File: src/assert_macros.svh
// Assertion helpers used by fbl_ctrl.
`ifndef ASSERT_MACROS_SVH
`define ASSERT_MACROS_SVH
`ifndef SYNTHESIS
// Same-cycle implication.
`define FBL_ASSERT_IMP(lbl, clk, rst, ante, cons) \
   lbl: assert property (@(posedge clk) disable iff (rst) (ante) |-> (cons)) \
      else $error("fbl assertion failed");
// Next-cycle implication.
`define FBL_ASSERT_NXT(lbl, clk, rst, ante, cons) \
   lbl: assert property (@(posedge clk) disable iff (rst) (ante) |=> (cons)) \
      else $error("fbl assertion failed");
`else
`define FBL_ASSERT_IMP(lbl, clk, rst, ante, cons)
`define FBL_ASSERT_NXT(lbl, clk, rst, ante, cons)
`endif
`endif

File: src/fbl_ram.sv
module fbl_ram #(
   parameter int WIDTH = 8,
   parameter int DEPTH = 16
) (
   input  logic                     clock,
   input  logic                     wr_en,
   input  logic [$clog2(DEPTH)-1:0] wr_addr,
   input  logic [WIDTH-1:0]         wr_data,
   input  logic [$clog2(DEPTH)-1:0] rd_addr,
   output logic [WIDTH-1:0]         rd_data
);

   logic [WIDTH-1:0] mem [DEPTH];

   always_ff @(posedge clock) begin
      if (wr_en) begin
         mem[wr_addr] <= wr_data;
      end
      rd_data <= mem[rd_addr];
   end

endmodule

File: config.mk
export PLATFORM = sky130hd
export DESIGN_NAME = fbl_ram
export DESIGN_NICKNAME = d
export VERILOG_FILES = /design/src/assert_macros.svh /design/src/fbl_ram.sv
export SDC_FILE = /design/constraint.sdc
export NUM_CORES = 1
export LEC_CHECK = 0
export ABC_AREA = 1
export BUFFER_PORTS_ARGS = -buffer_cell sky130_fd_sc_hd__buf_2
export CAP_MARGIN = 30
export CORE_MARGIN = 2
export CORE_UTILIZATION = 25
export DETAILED_ROUTE_END_ITERATION = 7
export HOLD_SLACK_MARGIN = 0.08
export PLACE_DENSITY = 0.36
export SLEW_MARGIN = 10
export SYNTH_ARGS = -nofsm -noshare
export SYNTH_HDL_FRONTEND = slang
export SYNTH_SLANG_ARGS = --single-unit
File: constraint.sdc
create_clock -name clock -period 1.7 [get_ports clock]
set_input_delay 0.34 -clock clock [delete_from_list [all_inputs] [get_ports clock]]
set_output_delay 0.34 -clock clock [all_outputs]
set_load 0.01 [all_outputs]
==> flow_summary.json <==
{
  "firstDrtPassIters": 4,
  "cts-hold-fix-buffers": 0,
  "finalCriticalPeriod_ns": 1.28,
  "min_to": "rd_data[7]",
  "placed_area_um2": 6330,
  "dp.final_hpwl_mm": 10.1,
  "crit_buf_inv": 1,
  "crit_chain": "buf_2",
  "clockBufferDepth": 2,
  "cts_buffers": 17,
  "drc_errors": 0,
  "path_clk_slew_ns": 0.05,
  "detail_route.iter0.violations": 232,
  "cts_resized": 0,
  "worstSetupPathType": "reg2out",
  "initial_utilization": 0.255,
  "synth_nets": 569,
  "arrival_ns": 0.94,
  "ys_seq_area_frac": 0.694,
  "ys_ff_latch": 136,
  "final_cell_mix": "nand2_1, edfxtp_1, inv_1",
  "postSynthCellCount": 551,
  "crit_path_max_incr_delay_ns": 0.36,
  "dpl.cell_count": 864,
  "setup_violations": 0,
  "yosysTopAreaCell": "edfxtp_1",
  "worstSkewPairLatency_ns": 0.42,
  "maxCapViolCount": 0,
  "grt_pass1_wl_mm": 23.9,
  "finalHoldViolCount": 0,
  "fillers": 2319,
  "antenna_left": 0,
  "setup_tns_ns": 0,
  "layout-drive-gt1-share": 0.130,
  "hp-start": "rd_addr[3]",
  "tightestPinTransition_ns": 0.422,
  "vias": 3735,
  "final_max_slew_viol_count": 0,
  "io_pins": 26,
  "hold_path.class": "in2reg",
  "cp_data_required_time_ns": 1.36,
  "gp_congestion": 0.777,
  "final_area_um2": 6880,
  "post-cts-setup-buffers": 0,
  "layout.nets": 616,
  "first_global_vias": 3853,
  "max_freq_mhz": 783,
  "die_w_um": 156,
  "maxSlewHeadroom": 0.718,
  "reg2reg_depth": 6,
  "stdcell_count": 895,
  "synth_warnings": 0,
  "r2r_end": "rd_data[2]",
  "cp_top_family": "flip-flops",
  "path_max_fanout": 1,
  "grt.overflow.total": 0,
  "cts_tree": "done",
  "leakage_nw": 2.94,
  "syn2layout_area_growth_pct": 19.4,
  "avgSynthCellArea_um2": 10.5,
  "htree_levels": 4,
  "finalCritPeriodShare": 0.752,
  "synth.area.top_cells": "edfxtp_1, nand2_1, nand3_1",
  "rsz0062_at_grt": "false",
  "diodes": 0,
  "regToRegSetupSlack_ns": 0.64,
  "synthesis.area_um2": 5770,
  "holdPathStages": 3,
  "die_h_um": 156,
  "io_buffers": 25,
  "power_mw": 7.72,
  "critPathSlowestCell": "dfxtp_1",
  "hold_slack_ns": 0.297,
  "grt_max_degree": 47,
  "start_kind": "register",
  "layout_commonest_cell": "nand2_1",
  "skew_ns": 0.0112,
  "end_kind": "output port",
  "grt.total_usage": 0.136,
  "power-per-cell-area_nw_per_um2": 1120,
  "rr_startpoint": "mem[3][2]",
  "dieArea_um2": 24300,
  "antenna_found_initial": 0,
  "num_rows": 55,
  "root_buffer": "clkbuf_16",
  "ir_drop_mv": 0.678,
  "outcome": "finished clean",
  "clock_sinks": 136,
  "core_area_um2": 22600,
  "avgRoutedWirePerCell_um": 17.5,
  "synth_top_area_frac": 0.667,
  "synth_cell_type_count": 12,
  "viasPerCell": 4.17,
  "wl_mm": 15.6
}
==> flip-flops by register name, indices dropped and copies added (netlist names) <==
name	count
mem	128
rd_data	8
==> routing by layer <==
| metal | GRT usage | vias up | share of wire |
|---|---|---|---|
| li1 | - | 1862 | - |
| met1 | 0.178 | 1804 | 0.45 |
| met2 | 0.229 | 63 | 0.50 |
| met3 | 0.0311 | 6 | 0.039 |
| met4 | 0.0354 | 0 | 0.0089 |
| met5 | 0 | - | 0 |
==> where the power goes <==
| group | switching [mW] | internal, mW |
|---|---|---|
| combinational | 0.352 | 0.152 |
| clock | 1.29 | 2.15 |
| sequential | 0.0248 | 3.75 |
| total | 1.67 | 6.05 |
==> through the flow <==
step	utilization	setup slack [ns]
floorplan	-	0.409
global route	0.304	0.366
finish	0.304	0.422
detailed placement	0.280	0.153
CTS	0.304	0.379
global placement	0.280	0.175
==> area by class of cell <==
cell class | instances | area [µm²] | share of cell area
multi-input cells | 289 | 1210 | 0.176
repair buffers | 52 | 378 | 0.0549
inverters | 102 | 383 | 0.0556
flip-flops and latches | 136 | 4000 | 0.582
clock inverters | 5 | 48.8 | 0.00709
well taps | 285 | 357 | 0.0518
clock buffers | 26 | 499 | 0.0725
==> logic make-up after synthesis <==
| group | after synthesis | share of synthesized area |
|---|---|---|
| flip-flops | 136 | 0.694 |
| buffers and inverters | 126 | 0.0952 |
| AND/OR/NAND/NOR | 289 | 0.210 |
==> worst max path at each step <==
| stage | slack [ns] | start | cells after the start | end |
|---|---|---|---|---|
| after detailed placement | 0.15 | rd_addr[0] | 8 | rd_data[2] |
| after floorplan | 0.41 | wr_addr[2] | 2 | mem[10][0] |
| after global routing | 0.37 | rd_data[4] | 1 | rd_data[4] |
| after CTS | 0.38 | rd_data[4] | 1 | rd_data[4] |
| after global placement | 0.17 | rd_addr[0] | 8 | rd_data[2] |
| final | 0.42 | rd_data[7] | 1 | rd_data[7] |
==> Yosys cell counts (all sizes together) <==
| cell | n |
|---|---|
| buf | 24 |
| dfxtp | 8 |
| edfxtp | 128 |
| inv | 102 |
| nand2 | 173 |
| nand3 | 97 |
| nand3b | 2 |
| nor2 | 17 |
==> tightest hold or removal path, stage by stage <==
cell and delay [ns]:
buf_2 0.17, nand3_1 0.11, nand2_1 0.04
Note: power is estimated with default switching activity, not from simulation.
