## config.mk

```make
export PLATFORM = sky130hd
export DESIGN_NAME = fbl_ctrl
export DESIGN_NICKNAME = d
export VERILOG_FILES = /design/src/fbl_pkg.sv /design/src/fbl_ctrl.sv
export VERILOG_INCLUDE_DIRS = /design/src /design/src/src
export SDC_FILE = /design/constraint.sdc
export NUM_CORES = 1
export LEC_CHECK = 0
export BUFFER_PORTS_ARGS = -buffer_cell sky130_fd_sc_hd__buf_2
export CELL_PAD_IN_SITES_DETAIL_PLACEMENT = 1
export CELL_PAD_IN_SITES_GLOBAL_PLACEMENT = 2
export CORE_MARGIN = 4
export CORE_UTILIZATION = 40
export CTS_CLUSTER_DIAMETER = 120
export DETAILED_ROUTE_END_ITERATION = 8
export GPL_TIMING_DRIVEN = 0
export PLACE_DENSITY_LB_ADDON = 0.12
export SETUP_SLACK_MARGIN = 0.1
export SYNTH_ARGS = -nofsm -noshare
export SYNTH_HDL_FRONTEND = slang
export SYNTH_SLANG_ARGS = --single-unit
export TNS_END_PERCENT = 100
```

## constraint.sdc

```tcl
create_clock -name clock -period 17.4 [get_ports clock]
set_input_delay 3.48 -clock clock [delete_from_list [all_inputs] [get_ports clock]]
set_output_delay 3.48 -clock clock [all_outputs]
set_load 0.02 [all_outputs]
```

## src/assert_macros.svh

```systemverilog
// Assertion helpers used by fbl_ctrl.
`ifndef ASSERT_MACROS_SVH
`define ASSERT_MACROS_SVH
`ifndef SYNTHESIS
// Same-cycle implication.
`define FBL_ASSERT_IMP(lbl, clk, rst, ante, cons) \
   lbl: assert property (@(posedge clk) disable iff (rst) (ante) |-> (cons)) \
      else $error("fbl assertion failed");
// Next-cycle implication.
`define FBL_ASSERT_NXT(lbl, clk, rst, ante, cons) \
   lbl: assert property (@(posedge clk) disable iff (rst) (ante) |=> (cons)) \
      else $error("fbl assertion failed");
`else
`define FBL_ASSERT_IMP(lbl, clk, rst, ante, cons)
`define FBL_ASSERT_NXT(lbl, clk, rst, ante, cons)
`endif
`endif

```

## src/fbl_pkg.sv

```systemverilog
package fbl_pkg;

   localparam int NUM_BLOCKS   = 1024;
   localparam int NUM_SEGMENTS = 16;
   localparam int NODE_TOTAL   = NUM_BLOCKS + NUM_SEGMENTS + 1;
   localparam int NODE_W       = $clog2(NODE_TOTAL);
   localparam int BLK_W        = $clog2(NUM_BLOCKS);
   localparam int SEG_W        = $clog2(NUM_SEGMENTS);
   localparam int LS_W         = $clog2(NUM_SEGMENTS + 1);
   localparam int CNT_W        = $clog2(NUM_BLOCKS + 1);
   localparam int LEN_W        = 7;
   localparam int ACT_W        = 2;

   localparam logic [LEN_W-1:0]  LEN_RESET = LEN_W'(64);
   localparam logic [NODE_W-1:0] HEAD_NODE = NODE_W'(NUM_BLOCKS + NUM_SEGMENTS);
   localparam logic [NODE_W-1:0] CLR_LAST  = NODE_W'(NODE_TOTAL - 1);
   localparam logic [NODE_W-1:0] BLK_LIMIT = NODE_W'(NUM_BLOCKS);

   typedef enum logic [ACT_W-1:0] {
      ACT_APPEND,
      ACT_ALLOC,
      ACT_FREE,
      ACT_REMOVE
   } action_type;

   typedef enum logic [4:0] {
      ST_CLEAR,
      ST_IDLE,
      ST_DET_CHK,
      ST_DET_SELF,
      ST_APP_TAIL,
      ST_APP_AT,
      ST_PA_W1,
      ST_PA_W2,
      ST_APP_FIN,
      ST_FRE_START,
      ST_FRE_FIN,
      ST_ALC_CHK,
      ST_CUT_W1,
      ST_RM_MOV,
      ST_RM_MCUT,
      ST_RM_MSELF,
      ST_RM_BRD,
      ST_RM_LINK1,
      ST_RM_LINK2,
      ST_OUT
   } state_type;

   typedef struct packed {
      logic [NODE_W-1:0] rd_addr;
      logic              n_we;
      logic [NODE_W-1:0] n_waddr;
      logic [NODE_W-1:0] n_wdata;
      logic              p_we;
      logic [NODE_W-1:0] p_waddr;
      logic [NODE_W-1:0] p_wdata;
      logic              o_we;
      logic [BLK_W-1:0]  o_waddr;
      logic [SEG_W-1:0]  o_wdata;
   } mem_cmd_type;

   typedef struct packed {
      logic [BLK_W-1:0] granted;
      logic             status;
      logic [SEG_W-1:0] segment;
      logic [CNT_W-1:0] count;
   } result_type;

   function automatic logic [NODE_W-1:0] sentinel(input logic [SEG_W-1:0] seg);
      return BLK_LIMIT + NODE_W'(seg);
   endfunction

   function automatic logic [SEG_W-1:0] seg_next(input logic [SEG_W-1:0] seg);
      return (seg == SEG_W'(NUM_SEGMENTS - 1)) ? '0 : seg + SEG_W'(1);
   endfunction

endpackage

```

## src/fbl_ctrl.sv

```systemverilog
`include "assert_macros.svh"

module fbl_ctrl import fbl_pkg::*; (
   input  logic              clock,
   input  logic              reset,
   input  logic              req_valid,
   output logic              req_ready,
   input  logic [ACT_W-1:0]  req_action,
   input  logic [BLK_W-1:0]  req_block,
   input  logic [LEN_W-1:0]  seg_len,
   output mem_cmd_type       mem_cmd,
   input  logic [NODE_W-1:0] n_rdata,
   input  logic [NODE_W-1:0] p_rdata,
   input  logic [SEG_W-1:0]  o_rdata,
   output logic              res_valid,
   input  logic              res_ready,
   output result_type        res
);

   state_type         state_ff, state_in;
   action_type        act_ff, act_in;
   logic [BLK_W-1:0]  blk_ff, blk_in;
   logic [BLK_W-1:0]  mov_ff, mov_in;
   logic [NODE_W-1:0] node_ff, node_in;
   logic [NODE_W-1:0] at_ff, at_in;
   logic [NODE_W-1:0] x_ff, x_in;
   logic [SEG_W-1:0]  own_ff, own_in;
   logic [SEG_W-1:0]  seg_ff, seg_in;
   logic [BLK_W-1:0]  gnt_ff, gnt_in;
   logic              sts_ff, sts_in;
   logic              place_ff, place_in;
   logic [SEG_W-1:0]  cur_ff, cur_in;
   logic [LS_W-1:0]   ls_ff, ls_in;
   logic [LEN_W-1:0]  lis_ff, lis_in;
   logic [NODE_W-1:0] clr_ff, clr_in;
   logic [CNT_W-1:0]  counts_ff [NUM_SEGMENTS];
   logic [CNT_W-1:0]  counts_in [NUM_SEGMENTS];

   logic [SEG_W-1:0]  cnt_idx;
   logic [CNT_W-1:0]  cnt_cur;
   logic              cnt_dec, cnt_inc;
   logic [NODE_W-1:0] blk_node;
   logic [LEN_W-1:0]  len_eff;
   logic [LEN_W-1:0]  lis_sum;
   logic              ls_open;

   assign blk_node = NODE_W'(blk_ff);
   assign ls_open  = (ls_ff < LS_W'(NUM_SEGMENTS));
   assign len_eff  = (seg_len == '0) ? LEN_W'(1) : seg_len;
   assign lis_sum  = lis_ff + LEN_W'(1);
   assign cnt_idx  = (state_ff == ST_DET_CHK) ? o_rdata : seg_ff;
   assign cnt_cur  = counts_ff[cnt_idx];

   always_ff @(posedge clock) begin
      if (reset) begin
         state_ff <= ST_CLEAR;
         clr_ff   <= '0;
         cur_ff   <= '0;
         ls_ff    <= '0;
         lis_ff   <= '0;
         place_ff <= 1'b0;
         for (int i = 0; i < NUM_SEGMENTS; i++) begin
            counts_ff[i] <= '0;
         end
      end else begin
         state_ff  <= state_in;
         clr_ff    <= clr_in;
         cur_ff    <= cur_in;
         ls_ff     <= ls_in;
         lis_ff    <= lis_in;
         place_ff  <= place_in;
         counts_ff <= counts_in;
      end
   end

   always_ff @(posedge clock) begin
      act_ff  <= act_in;
      blk_ff  <= blk_in;
      mov_ff  <= mov_in;
      node_ff <= node_in;
      at_ff   <= at_in;
      x_ff    <= x_in;
      own_ff  <= own_in;
      seg_ff  <= seg_in;
      gnt_ff  <= gnt_in;
      sts_ff  <= sts_in;
   end

   always_comb begin
      logic [SEG_W-1:0] fseg;
      state_in  = state_ff;
      act_in    = act_ff;
      blk_in    = blk_ff;
      mov_in    = mov_ff;
      node_in   = node_ff;
      at_in     = at_ff;
      x_in      = x_ff;
      own_in    = own_ff;
      seg_in    = seg_ff;
      gnt_in    = gnt_ff;
      sts_in    = sts_ff;
      place_in  = place_ff;
      cur_in    = cur_ff;
      ls_in     = ls_ff;
      lis_in    = lis_ff;
      clr_in    = clr_ff;
      counts_in = counts_ff;
      cnt_dec   = 1'b0;
      cnt_inc   = 1'b0;
      req_ready = 1'b0;
      res_valid = 1'b0;
      fseg      = (cur_ff == '0) ? SEG_W'(NUM_SEGMENTS - 1) : cur_ff - SEG_W'(1);
      mem_cmd   = '0;

      case (state_ff)
         ST_CLEAR: begin
            mem_cmd.n_we    = 1'b1;
            mem_cmd.n_waddr = clr_ff;
            mem_cmd.n_wdata = clr_ff;
            mem_cmd.p_we    = 1'b1;
            mem_cmd.p_waddr = clr_ff;
            mem_cmd.p_wdata = clr_ff;
            clr_in          = clr_ff + NODE_W'(1);
            if (clr_ff == CLR_LAST) begin
               state_in = ST_IDLE;
            end
         end
         ST_IDLE: begin
            req_ready = 1'b1;
            act_in    = action_type'(req_action);
            blk_in    = req_block;
            gnt_in    = req_block;
            sts_in    = 1'b0;
            seg_in    = cur_ff;
            place_in  = 1'b0;
            if (action_type'(req_action) == ACT_ALLOC) begin
               mem_cmd.rd_addr = sentinel(cur_ff);
            end else begin
               mem_cmd.rd_addr = NODE_W'(req_block);
            end
            if (action_type'(req_action) == ACT_APPEND) begin
               seg_in   = ls_open ? ls_ff[SEG_W-1:0] : SEG_W'(NUM_SEGMENTS - 1);
               place_in = ls_open && (lis_ff == '0);
            end
            if (req_valid) begin
               state_in = (action_type'(req_action) == ACT_ALLOC) ? ST_ALC_CHK
                                                                  : ST_DET_CHK;
            end
         end
         ST_DET_CHK: begin
            x_in   = n_rdata;
            own_in = o_rdata;
            if (act_ff == ACT_REMOVE) begin
               if (n_rdata == blk_node) begin
                  state_in = ST_OUT;
               end else if (o_rdata == seg_ff) begin
                  cnt_dec         = 1'b1;
                  mem_cmd.n_we    = 1'b1;
                  mem_cmd.n_waddr = p_rdata;
                  mem_cmd.n_wdata = n_rdata;
                  mem_cmd.p_we    = 1'b1;
                  mem_cmd.p_waddr = n_rdata;
                  mem_cmd.p_wdata = p_rdata;
                  cur_in          = seg_next(seg_ff);
                  state_in        = ST_DET_SELF;
               end else begin
                  mem_cmd.rd_addr = sentinel(seg_ff);
                  state_in        = ST_RM_MOV;
               end
            end else if (n_rdata != blk_node) begin
               cnt_dec         = 1'b1;
               mem_cmd.n_we    = 1'b1;
               mem_cmd.n_waddr = p_rdata;
               mem_cmd.n_wdata = n_rdata;
               mem_cmd.p_we    = 1'b1;
               mem_cmd.p_waddr = n_rdata;
               mem_cmd.p_wdata = p_rdata;
               state_in        = ST_DET_SELF;
            end else begin
               state_in = (act_ff == ACT_APPEND) ? ST_APP_TAIL : ST_FRE_START;
            end
         end
         ST_DET_SELF: begin
            mem_cmd.n_we    = 1'b1;
            mem_cmd.n_waddr = blk_node;
            mem_cmd.n_wdata = blk_node;
            mem_cmd.p_we    = 1'b1;
            mem_cmd.p_waddr = blk_node;
            mem_cmd.p_wdata = blk_node;
            case (act_ff)
               ACT_APPEND: state_in = ST_APP_TAIL;
               ACT_FREE:   state_in = ST_FRE_START;
               default:    state_in = ST_OUT;
            endcase
         end
         ST_APP_TAIL: begin
            mem_cmd.rd_addr = HEAD_NODE;
            state_in        = ST_APP_AT;
         end
         ST_APP_AT: begin
            at_in           = p_rdata;
            mem_cmd.rd_addr = p_rdata;
            node_in         = place_ff ? sentinel(ls_ff[SEG_W-1:0]) : blk_node;
            state_in        = ST_PA_W1;
         end
         ST_FRE_START: begin
            seg_in          = fseg;
            cur_in          = fseg;
            at_in           = sentinel(fseg);
            node_in         = blk_node;
            mem_cmd.rd_addr = sentinel(fseg);
            state_in        = ST_PA_W1;
         end
         ST_PA_W1: begin
            x_in            = n_rdata;
            mem_cmd.n_we    = 1'b1;
            mem_cmd.n_waddr = node_ff;
            mem_cmd.n_wdata = n_rdata;
            mem_cmd.p_we    = 1'b1;
            mem_cmd.p_waddr = node_ff;
            mem_cmd.p_wdata = at_ff;
            state_in        = ST_PA_W2;
         end
         ST_PA_W2: begin
            mem_cmd.p_we    = 1'b1;
            mem_cmd.p_waddr = x_ff;
            mem_cmd.p_wdata = node_ff;
            mem_cmd.n_we    = 1'b1;
            mem_cmd.n_waddr = at_ff;
            mem_cmd.n_wdata = node_ff;
            if (act_ff == ACT_APPEND) begin
               place_in = 1'b0;
               state_in = place_ff ? ST_APP_TAIL : ST_APP_FIN;
            end else begin
               state_in = ST_FRE_FIN;
            end
         end
         ST_APP_FIN: begin
            mem_cmd.o_we    = 1'b1;
            mem_cmd.o_waddr = blk_ff;
            mem_cmd.o_wdata = seg_ff;
            cnt_inc         = 1'b1;
            if (ls_open) begin
               if (lis_sum >= len_eff) begin
                  lis_in = '0;
                  ls_in  = ls_ff + LS_W'(1);
               end else begin
                  lis_in = lis_sum;
               end
            end
            state_in = ST_OUT;
         end
         ST_FRE_FIN: begin
            mem_cmd.o_we    = 1'b1;
            mem_cmd.o_waddr = blk_ff;
            mem_cmd.o_wdata = seg_ff;
            cnt_inc         = 1'b1;
            state_in        = ST_OUT;
         end
         ST_ALC_CHK: begin
            if (n_rdata < BLK_LIMIT) begin
               blk_in          = n_rdata[BLK_W-1:0];
               gnt_in          = n_rdata[BLK_W-1:0];
               mem_cmd.rd_addr = n_rdata;
               state_in        = ST_CUT_W1;
            end else begin
               sts_in   = 1'b1;
               state_in = ST_OUT;
            end
         end
         ST_CUT_W1: begin
            mem_cmd.n_we    = 1'b1;
            mem_cmd.n_waddr = p_rdata;
            mem_cmd.n_wdata = n_rdata;
            mem_cmd.p_we    = 1'b1;
            mem_cmd.p_waddr = n_rdata;
            mem_cmd.p_wdata = p_rdata;
            cnt_dec         = 1'b1;
            cur_in          = seg_next(seg_ff);
            state_in        = ST_DET_SELF;
         end
         ST_RM_MOV: begin
            if (n_rdata < BLK_LIMIT) begin
               mov_in          = n_rdata[BLK_W-1:0];
               mem_cmd.rd_addr = n_rdata;
               state_in        = ST_RM_MCUT;
            end else begin
               sts_in   = 1'b1;
               state_in = ST_OUT;
            end
         end
         ST_RM_MCUT: begin
            mem_cmd.n_we    = 1'b1;
            mem_cmd.n_waddr = p_rdata;
            mem_cmd.n_wdata = n_rdata;
            mem_cmd.p_we    = 1'b1;
            mem_cmd.p_waddr = n_rdata;
            mem_cmd.p_wdata = p_rdata;
            cnt_dec         = 1'b1;
            state_in        = ST_RM_MSELF;
         end
         ST_RM_MSELF: begin
            mem_cmd.n_we    = 1'b1;
            mem_cmd.n_waddr = NODE_W'(mov_ff);
            mem_cmd.n_wdata = NODE_W'(mov_ff);
            mem_cmd.p_we    = 1'b1;
            mem_cmd.p_waddr = NODE_W'(mov_ff);
            mem_cmd.p_wdata = NODE_W'(mov_ff);
            state_in        = ST_RM_BRD;
         end
         ST_RM_BRD: begin
            mem_cmd.rd_addr = blk_node;
            state_in        = ST_RM_LINK1;
         end
         ST_RM_LINK1: begin
            x_in            = n_rdata;
            mem_cmd.n_we    = 1'b1;
            mem_cmd.n_waddr = p_rdata;
            mem_cmd.n_wdata = NODE_W'(mov_ff);
            mem_cmd.p_we    = 1'b1;
            mem_cmd.p_waddr = NODE_W'(mov_ff);
            mem_cmd.p_wdata = p_rdata;
            state_in        = ST_RM_LINK2;
         end
         ST_RM_LINK2: begin
            mem_cmd.n_we    = 1'b1;
            mem_cmd.n_waddr = NODE_W'(mov_ff);
            mem_cmd.n_wdata = x_ff;
            mem_cmd.p_we    = 1'b1;
            mem_cmd.p_waddr = x_ff;
            mem_cmd.p_wdata = NODE_W'(mov_ff);
            mem_cmd.o_we    = 1'b1;
            mem_cmd.o_waddr = mov_ff;
            mem_cmd.o_wdata = own_ff;
            cur_in          = seg_next(seg_ff);
            state_in        = ST_DET_SELF;
         end
         ST_OUT: begin
            res_valid = 1'b1;
            if (res_ready) begin
               state_in = ST_IDLE;
            end
         end
         default: begin
            state_in = ST_IDLE;
         end
      endcase

      // saturating per-segment count update
      if (cnt_dec && (cnt_cur != '0)) begin
         counts_in[cnt_idx] = cnt_cur - CNT_W'(1);
      end else if (cnt_inc && (cnt_cur < CNT_W'(NUM_BLOCKS))) begin
         counts_in[cnt_idx] = cnt_cur + CNT_W'(1);
      end
   end

   assign res.granted = gnt_ff;
   assign res.status  = sts_ff;
   assign res.segment = seg_ff;
   assign res.count   = cnt_cur;

   `FBL_ASSERT_IMP(a_cnt_cap, clock, reset, res_valid, cnt_cur <= CNT_W'(NUM_BLOCKS))
   `FBL_ASSERT_NXT(a_clr_done, clock, reset, state_ff == ST_CLEAR && clr_ff == CLR_LAST, state_ff == ST_IDLE)
   `FBL_ASSERT_NXT(a_res_hold, clock, reset, res_valid && !res_ready, res_valid && $stable(res))

endmodule

```

==> results.yml, run 1 <==
cells_and_area:
  nets: 2158
  drive_above_1_share: 0.190
  fill_cells: 4774
  area_growth_pct: 16.9
  diodes: 0
placement:
  gp_congestion: 0.969
  dp_slack_ns: 5.17
  dpl.hpwl_um: 57000
  port-buffer-count: 148
logic_synthesis:
  syn_inst: 1901
  ys_ff_latch: 273
  synth_area_leaders: "dfxtp_1, edfxtp_1, nand2_1"
  netlist_area_mm2: 0.0161
  synth_top_area_share: 0.261
  syn_nets: 1966
  synth-edff-count: 64
  synth_async_sr_flop_share: 0
  synth_flop_cell: "dfxtp_1"
  yosysUniqueCellTypes: 77
  yosysWarnings: 0
  seq_area_frac_synth: 0.380
  netlist.top_cell.by_area: "dfxtp_1"
  post_synth.cell_area_avg_um2: 8.45
clock_network:
  hold_buffers: 0
  post_cts_resized: 0
  cts_setup_buffers: 0
  cts-root-buf: "clkbuf_16"
  clk_latency_ns: 0.55
  path_clk_slew_ns: 0.06
  tritoncts: "yes"
  numCtsBuffers: 35
  numClockSinks: 273
  htree_levels: 2
  clockBufferDepth: 3
detailed_routing:
  drt-met1-wl_um: 31400
  routedWlPerCell_um: 30.1
  firstDrtPassIters: 6
  drt-initial-drc-count: 1618
  ant_nets: 0
  route.vias.total: 17091
  drc: 0
  dr.max_layer_used: "met5"
  met3WireLength_um: 6600
  routed_wl_um: 79600
  via_per_inst: 6.47
  dr_wl_met2_um: 36800
flow_run:
  cap_viol_max_count: 1
die:
  core-area_mm2: 0.0397
  rows: 73
  start_util: 0.404
  die_x_um: 208
  io_pins: 149
  die_h_um: 208
  fp.dieArea_mm2: 0.0434
grt:
  grt_pass1_vias: 17164
  antenna_found_initial: 2
  grt_pass1_wl_um: 116000
  grt_usage: 0.351
  grt_overflow: 0
  grt_max_degree: 18
critical_path:
  critPathTopFamily: "buffers and inverters"
  crit_chain: "buf_2 -> buf_2 -> buf_2 -> buf_4 -> buf_2 -> buf_2 -> xor2_1 -> nor4_1 -> o21ai_0 -> or2_2 -> o21a_1 -> o21ai_0 -> clkbuf_1 -> a222oi_1 -> nand3_1 -> buf_2"
  arrival_ns: 9.07
  critical_path_required_ns: 13.92
  worst-path-max-fanout: 10
  slowest_stage: "nor4_1"
  slowest_delay_ns: 0.67
  crit_top_cell: "buf_2"
  critical_path_buf_inv_count: 8
  setup.worst_path.class: "in -> out"
  critPathCaptureType: "output pin"
  start_kind: "input pin"
status:
  violations: "capacitance limit, slew limit"
  outcome: "complete, but fails checks"
timing:
  final_hold_viol_count: 0
  tns_ns: 0
  rsz0062_at_grt: "false"
  fin_crit_ns: 12.55
  setup_viol: 0
  min_period_over_period: 0.721
  relSlewSlack: -0.0335
  worst_slack_ns: 4.85
  final.setup_skew_ns: 0.0127
  worst_pin_slew_ns: 1.54
  fmax_mhz: 79.7
  slew_violations: 6
power:
  power_density_mw_per_mm2: 79.5
  leakagePower_nw: 7.00
  ir_drop_mv: 0.0572
hold_path:
  hp-class: "reg -> reg"
-- power by group --
part           switching, mW  internal, mW  leakage (nW)  total (mW)
Combinational         0.0439        0.0170          4.15      0.0610
Sequential           0.00121         0.648          2.26       0.649
Clock                  0.302         0.478         0.595       0.781
Total                  0.347          1.14          7.00        1.49
-- final timing paths --
path | start | to | slack [ns] | depth (start not counted)
worst max register to register | seg_ff[1]$_DFFE_PP_ | counts_ff[138]$_SDFFE_PP0P_ | 8.76 | 22
worst max-delay path | o_rdata[1] | mem_cmd[52] | 4.85 | 16
worst min register to register | counts_ff[70]$_SDFFE_PP0P_ | counts_ff[70]$_SDFFE_PP0P_ | 0.45 | 2
worst min-delay path | counts_ff[70]$_SDFFE_PP0P_ | counts_ff[70]$_SDFFE_PP0P_ | 0.45 | 2
-- layout make-up --
cell class | instances | area, um^2 | share of cell area
Buffer | 173 | 739 | 0.0394
Inverter | 31 | 116 | 0.00620
Timing Repair Buffer | 155 | 810 | 0.0431
Tap cell | 525 | 657 | 0.0350
Sequential cell | 273 | 6110 | 0.325
Clock inverter | 10 | 154 | 0.00820
Clock buffer | 52 | 1050 | 0.0561
Multi-Input combinational cell | 1424 | 9130 | 0.486
-- per-stage QoR --
| step | hold slack (ns) | cells | utilization | cell area, um^2 | power (mW) |
|---|---|---|---|---|---|
| after floorplan | 0.433 | 1901 | - | 16100 | 0.692 |
| after global placement | 0.439 | 2574 | 0.439 | 17500 | 0.721 |
| after detailed placement | 0.446 | 2581 | 0.442 | 17600 | 0.722 |
| after CTS | 0.454 | 2643 | 0.472 | 18800 | 1.50 |
| after global routing | 0.481 | 2643 | 0.472 | 18800 | 1.52 |
| final | 0.454 | 2643 | 0.472 | 18800 | 1.49 |
-- logic make-up after synthesis --
logic type | Yosys count | share of synthesized area
adders and majority gates | 16 | 0.0125
DFF | 273 | 0.380
and+or+nand+nor | 679 | 0.193
AOI/OAI and AO/OA | 563 | 0.254
buffers and inverters | 204 | 0.0533
muxes | 115 | 0.0777
xor gates and xnor gates | 51 | 0.0288
-- registers in the layout, indices dropped and copies added (netlist names), named ones only --
| name | flops |
|---|---|
| gnt_ff | 10 |
| place_ff | 1 |
| seg_ff | 4 |
| lis_ff | 7 |
| at_ff | 11 |
| ls_ff | 5 |
| clr_ff | 11 |
| act_ff | 2 |
| cur_ff | 4 |
| node_ff | 11 |
| x_ff | 11 |
| mov_ff | 10 |
| sts_ff | 1 |
| counts_ff | 160 |
| state_ff | 5 |
| own_ff | 4 |
-- worst register-to-register path, stage by stage, from the launching register on --
cell and delay [ns]:
edfxtp_1 0.55, buf_2 0.42, buf_2 0.45, buf_2 0.41, buf_2 0.43, buf_2 0.48
mux2_2 0.24, o22ai_1 0.07, nand2_1 0.12, a31oi_1 0.16, nor4_1 1.08, clkbuf_1 0.56
clkbuf_1 0.75, inv_1 0.11, ha_1 0.23, o41a_1 0.17, nand2_1 0.24, o31ai_4 0.11
buf_6 0.24, a211oi_2 0.87, buf_2 0.58, nand3_1 0.14, a21oi_1 0.14
-- cell usage after synthesis, types with 43 or more instances --
master / n
o22ai_1: 68
mux2_2: 77
a211oi_1: 87
nand2_1: 247
nor2_1: 169
nand3_1: 104
edfxtp_1: 64
a21oi_1: 76
a31oi_1: 43
dfxtp_1: 209
buf_2: 54
clkbuf_1: 102
o21ai_0: 49
-- routing by layer --
layer | global-route usage | up-vias
met5 | 0 | -
met4 | 0.184 | 2
met1 | 0.434 | 8499
li1 | - | 7465
met2 | 0.577 | 866
met3 | 0.0709 | 259
-- placed cells by master (no fill, tap or decap), types with 12 or more instances in the layout --
cell type / Yosys / routed
nand4_1: 12 / 12
ha_1: 16 / 16
mux2_2: 77 / 77
o2bb2ai_1: 14 / 14
inv_1: 29 / 29
a31oi_1: 43 / 43
nand2b_1: 19 / 19
buf_1: 12 / 12
xnor2_1: 20 / 20
o21ai_0: 49 / 47
o211ai_1: 20 / 20
o22ai_1: 68 / 68
a21oi_1: 76 / 75
buf_2: 54 / 203
a211oi_1: 87 / 87
xor2_1: 29 / 29
nor3_1: 24 / 21
a211oi_2: 19 / 19
nor2_1: 169 / 169
a222oi_1: 25 / 25
o311ai_0: 12 / 12
clkbuf_16: 0 / 38
dfxtp_1: 209 / 209
nand3_1: 104 / 104
and3_1: 17 / 17
edfxtp_1: 64 / 64
o21bai_1: 29 / 29
mux2i_1: 38 / 38
a22oi_1: 27 / 27
a22o_1: 18 / 18
nor4_1: 16 / 15
nand2_1: 247 / 247
clkbuf_1: 102 / 111
and2_1: 17 / 17
(Power assumes the default switching activity.)
==> run 2, diff against run 1 <==
ABC_AREA = 1   (was default)
CORE_UTILIZATION = 30   (was 40)
clock period = 11.4 ns   (was 17.4 ns; I/O delays follow)
==> run 2 against run 1 <==
Net effect: largest cell class unchanged; critical path type unchanged; routed wire length up 3.2%; synthesized area up 6.0%; the run now ends clean; non-clock buffer count down 48; highest routed layer unchanged; global-route usage down 8.5 points; via count up 9.7%.
==> results.yml, run 2 <==
placement:
  port-buffer-count: 147
  dpl.hpwl_um: 63700
  gp_congestion: 0.918
  dp_slack_ns: 3.76
power:
  switching_share: 0.236
  p_int_mw: 1.74
  ir_drop_mv: 0.0836
  clock_power_share: 0.531
  power_density_mw_per_mm2: 114
  p_total_mw: 2.28
  leakagePower_nw: 9.51
  combPwrFrac: 0.033
  pwr-share-seq: 0.435
  p_switching_mw: 0.537
logic_synthesis:
  synth_common_cells: "nand2_1, inv_1, nor2_1"
  yosysWarnings: 0
  synth_area_leaders: "dfxtp_1, nand2_1, edfxtp_1"
  synth_top_area_share: 0.246
  yosysUniqueCellTypes: 50
  seq_area_frac_synth: 0.359
  synth.most_common_cell: "nand2_1"
  netlist.top_cell.by_area: "dfxtp_1"
  synth-edff-count: 64
  ys_ff_latch: 273
  post_synth.cell_area_avg_um2: 6.32
  synth_flop_cell: "dfxtp_1"
  syn_inst: 2692
  syn_nets: 2757
  synth_async_sr_flop_share: 0
  netlist_area_mm2: 0.0170
cells_and_area:
  largest_register: "counts_ff"
  area_growth_pct: 17.2
  largest_reg_flops: 160
  final_util: 0.354
  nets: 2944
  fill_cells: 7407
  final_cell_mix: "nand2_1, inv_1, nor2_1"
  drive_above_1_share: 0.120
  final_common_cell: "nand2_1"
timing:
  worst_pin_slew_ns: 1.22
  setup_viol: 0
  relSlewSlack: 0.185
  fmax_mhz: 126
  worst_slack_ns: 3.49
  final_hold_viol_count: 0
  min_period_over_period: 0.694
  rsz0062_at_grt: "false"
  slew_violations: 0
  fin_crit_ns: 7.91
  final.setup_skew_ns: 0.0217
  tns_ns: 0
  timing.hold.ws_ns: 0.460
clock_network:
  clk_latency_ns: 0.56
  numClockSinks: 273
  hold_buffers: 0
  numCtsBuffers: 38
  clockBufferDepth: 3
  htree_levels: 2
  tritoncts: "yes"
  post_cts_resized: 0
  cts_setup_buffers: 0
  cts-root-buf: "clkbuf_16"
  path_clk_slew_ns: 0.05
critical_path:
  crit_chain: "buf_2 -> inv_1 -> nand2_1 -> nand4_1 -> nor4_1 -> nand2_1 -> nand2_1 -> clkbuf_1 -> o21ai_0 -> inv_1 -> nand4_1 -> buf_2"
  start_kind: "input pin"
  slowest_delay_ns: 0.86
  critical_path_required_ns: 9.12
  slowest_stage: "nor4_1"
  setup.worst_path.class: "in -> out"
  worst-path-max-fanout: 10
  arrival_ns: 5.63
  critPathTopFamily: "simple AND/OR/NAND/NOR gates"
  critical_path_buf_inv_count: 5
  critPathCaptureType: "output pin"
  crit_top_cell: "nand2_1"
  rrSetupSlack_ns: 5.72
detailed_routing:
  firstDrtPassIters: 5
  route.vias.total: 18756
  routed_wl_um: 82100
  drc: 0
  routedWlPerCell_um: 22.4
  via_per_inst: 5.12
  ant_nets: 0
  drt-initial-drc-count: 1371
grt:
  grt_util_met3: 0.0401
  grt_usage: 0.266
  grtUsageMet2: 0.427
  grt_max_degree: 26
  met1_usage: 0.375
  grt_pass1_wl_um: 121000
  grt_overflow: 0
  antenna_found_initial: 2
  grt_pass1_vias: 18714
  busiest_layer: "met2"
die:
  io_pins: 149
  rows: 87
  die_h_um: 246
  core-area_mm2: 0.0563
  die_x_um: 246
  fp.dieArea_mm2: 0.0606
  start_util: 0.302
status:
  outcome: "finished clean"
flow_run:
  cap_viol_max_count: 0
hold_path:
  hp-class: "reg -> reg"
[run 2: power groups by stage]
stage,clock [mW],combinational [mW],sequential (mW)
after detailed placement,0,0.0758,1.01
after floorplan,0,0.0355,1.01
after CTS,1.24,0.0761,0.990
after global placement,0,0.0748,1.01
after global routing,1.28,0.0823,0.990
final,1.21,0.0759,0.990
[run 2: cells by family after synthesis]
group	count (synthesis)	share of synthesized area
simple gates	1409	0.346
buf+inv	535	0.133
compound gates	447	0.144
flops	273	0.359
fa+ha+maj	16	0.0118
xor+xnor	12	0.00750
[run 2: tightest hold or removal path, stage by stage, from the launching register on]
cell     delay (ns)
dfxtp_1        0.30
nand2_1        0.06
a21oi_1        0.05
[run 2: path summary, 6_finish.rpt]
kind | start | end | cells past startpoint
setup / recovery | n_rdata[2] | mem_cmd[34] | 12
setup reg to reg | state_ff[1]$_SDFFE_PP0P_ | counts_ff[5]$_SDFFE_PP0P_ | 28
hold reg to reg | counts_ff[157]$_SDFFE_PP0P_ | counts_ff[157]$_SDFFE_PP0P_ | 2
hold / removal | counts_ff[157]$_SDFFE_PP0P_ | counts_ff[157]$_SDFFE_PP0P_ | 2
[run 2: metrics by stage]
stage	cells	instance area, um^2
6_report	3665	19900
5_1_grt	3664	19900
4_1_cts	3663	19900
3_5_place_dp	3595	18700
3_3_place_gp	3595	18700
2_1_floorplan	2692	17000
[run 2: layer usage]
metal  vias to the layer above  routed length, um
li1                       8926                  -
met1                      9262              38700
met2                       472              36900
met3                        94               4650
met4                         2               1820
met5                         -                 10
[run 2: layout make-up]
| class | count | area, um^2 | share of cell area |
|---|---|---|---|
| multi-input cells | 1884 | 8660 | 0.434 |
| flip-flops and latches | 273 | 6110 | 0.306 |
| inverters | 402 | 1510 | 0.0756 |
| clock buffers | 62 | 1180 | 0.0593 |
| well taps | 756 | 946 | 0.0474 |
| plain buffers | 133 | 748 | 0.0375 |
| repair buffers | 147 | 736 | 0.0369 |
| clock inverters | 6 | 56.3 | 0.00282 |
| diodes | 2 | 5.00 | 0.000251 |
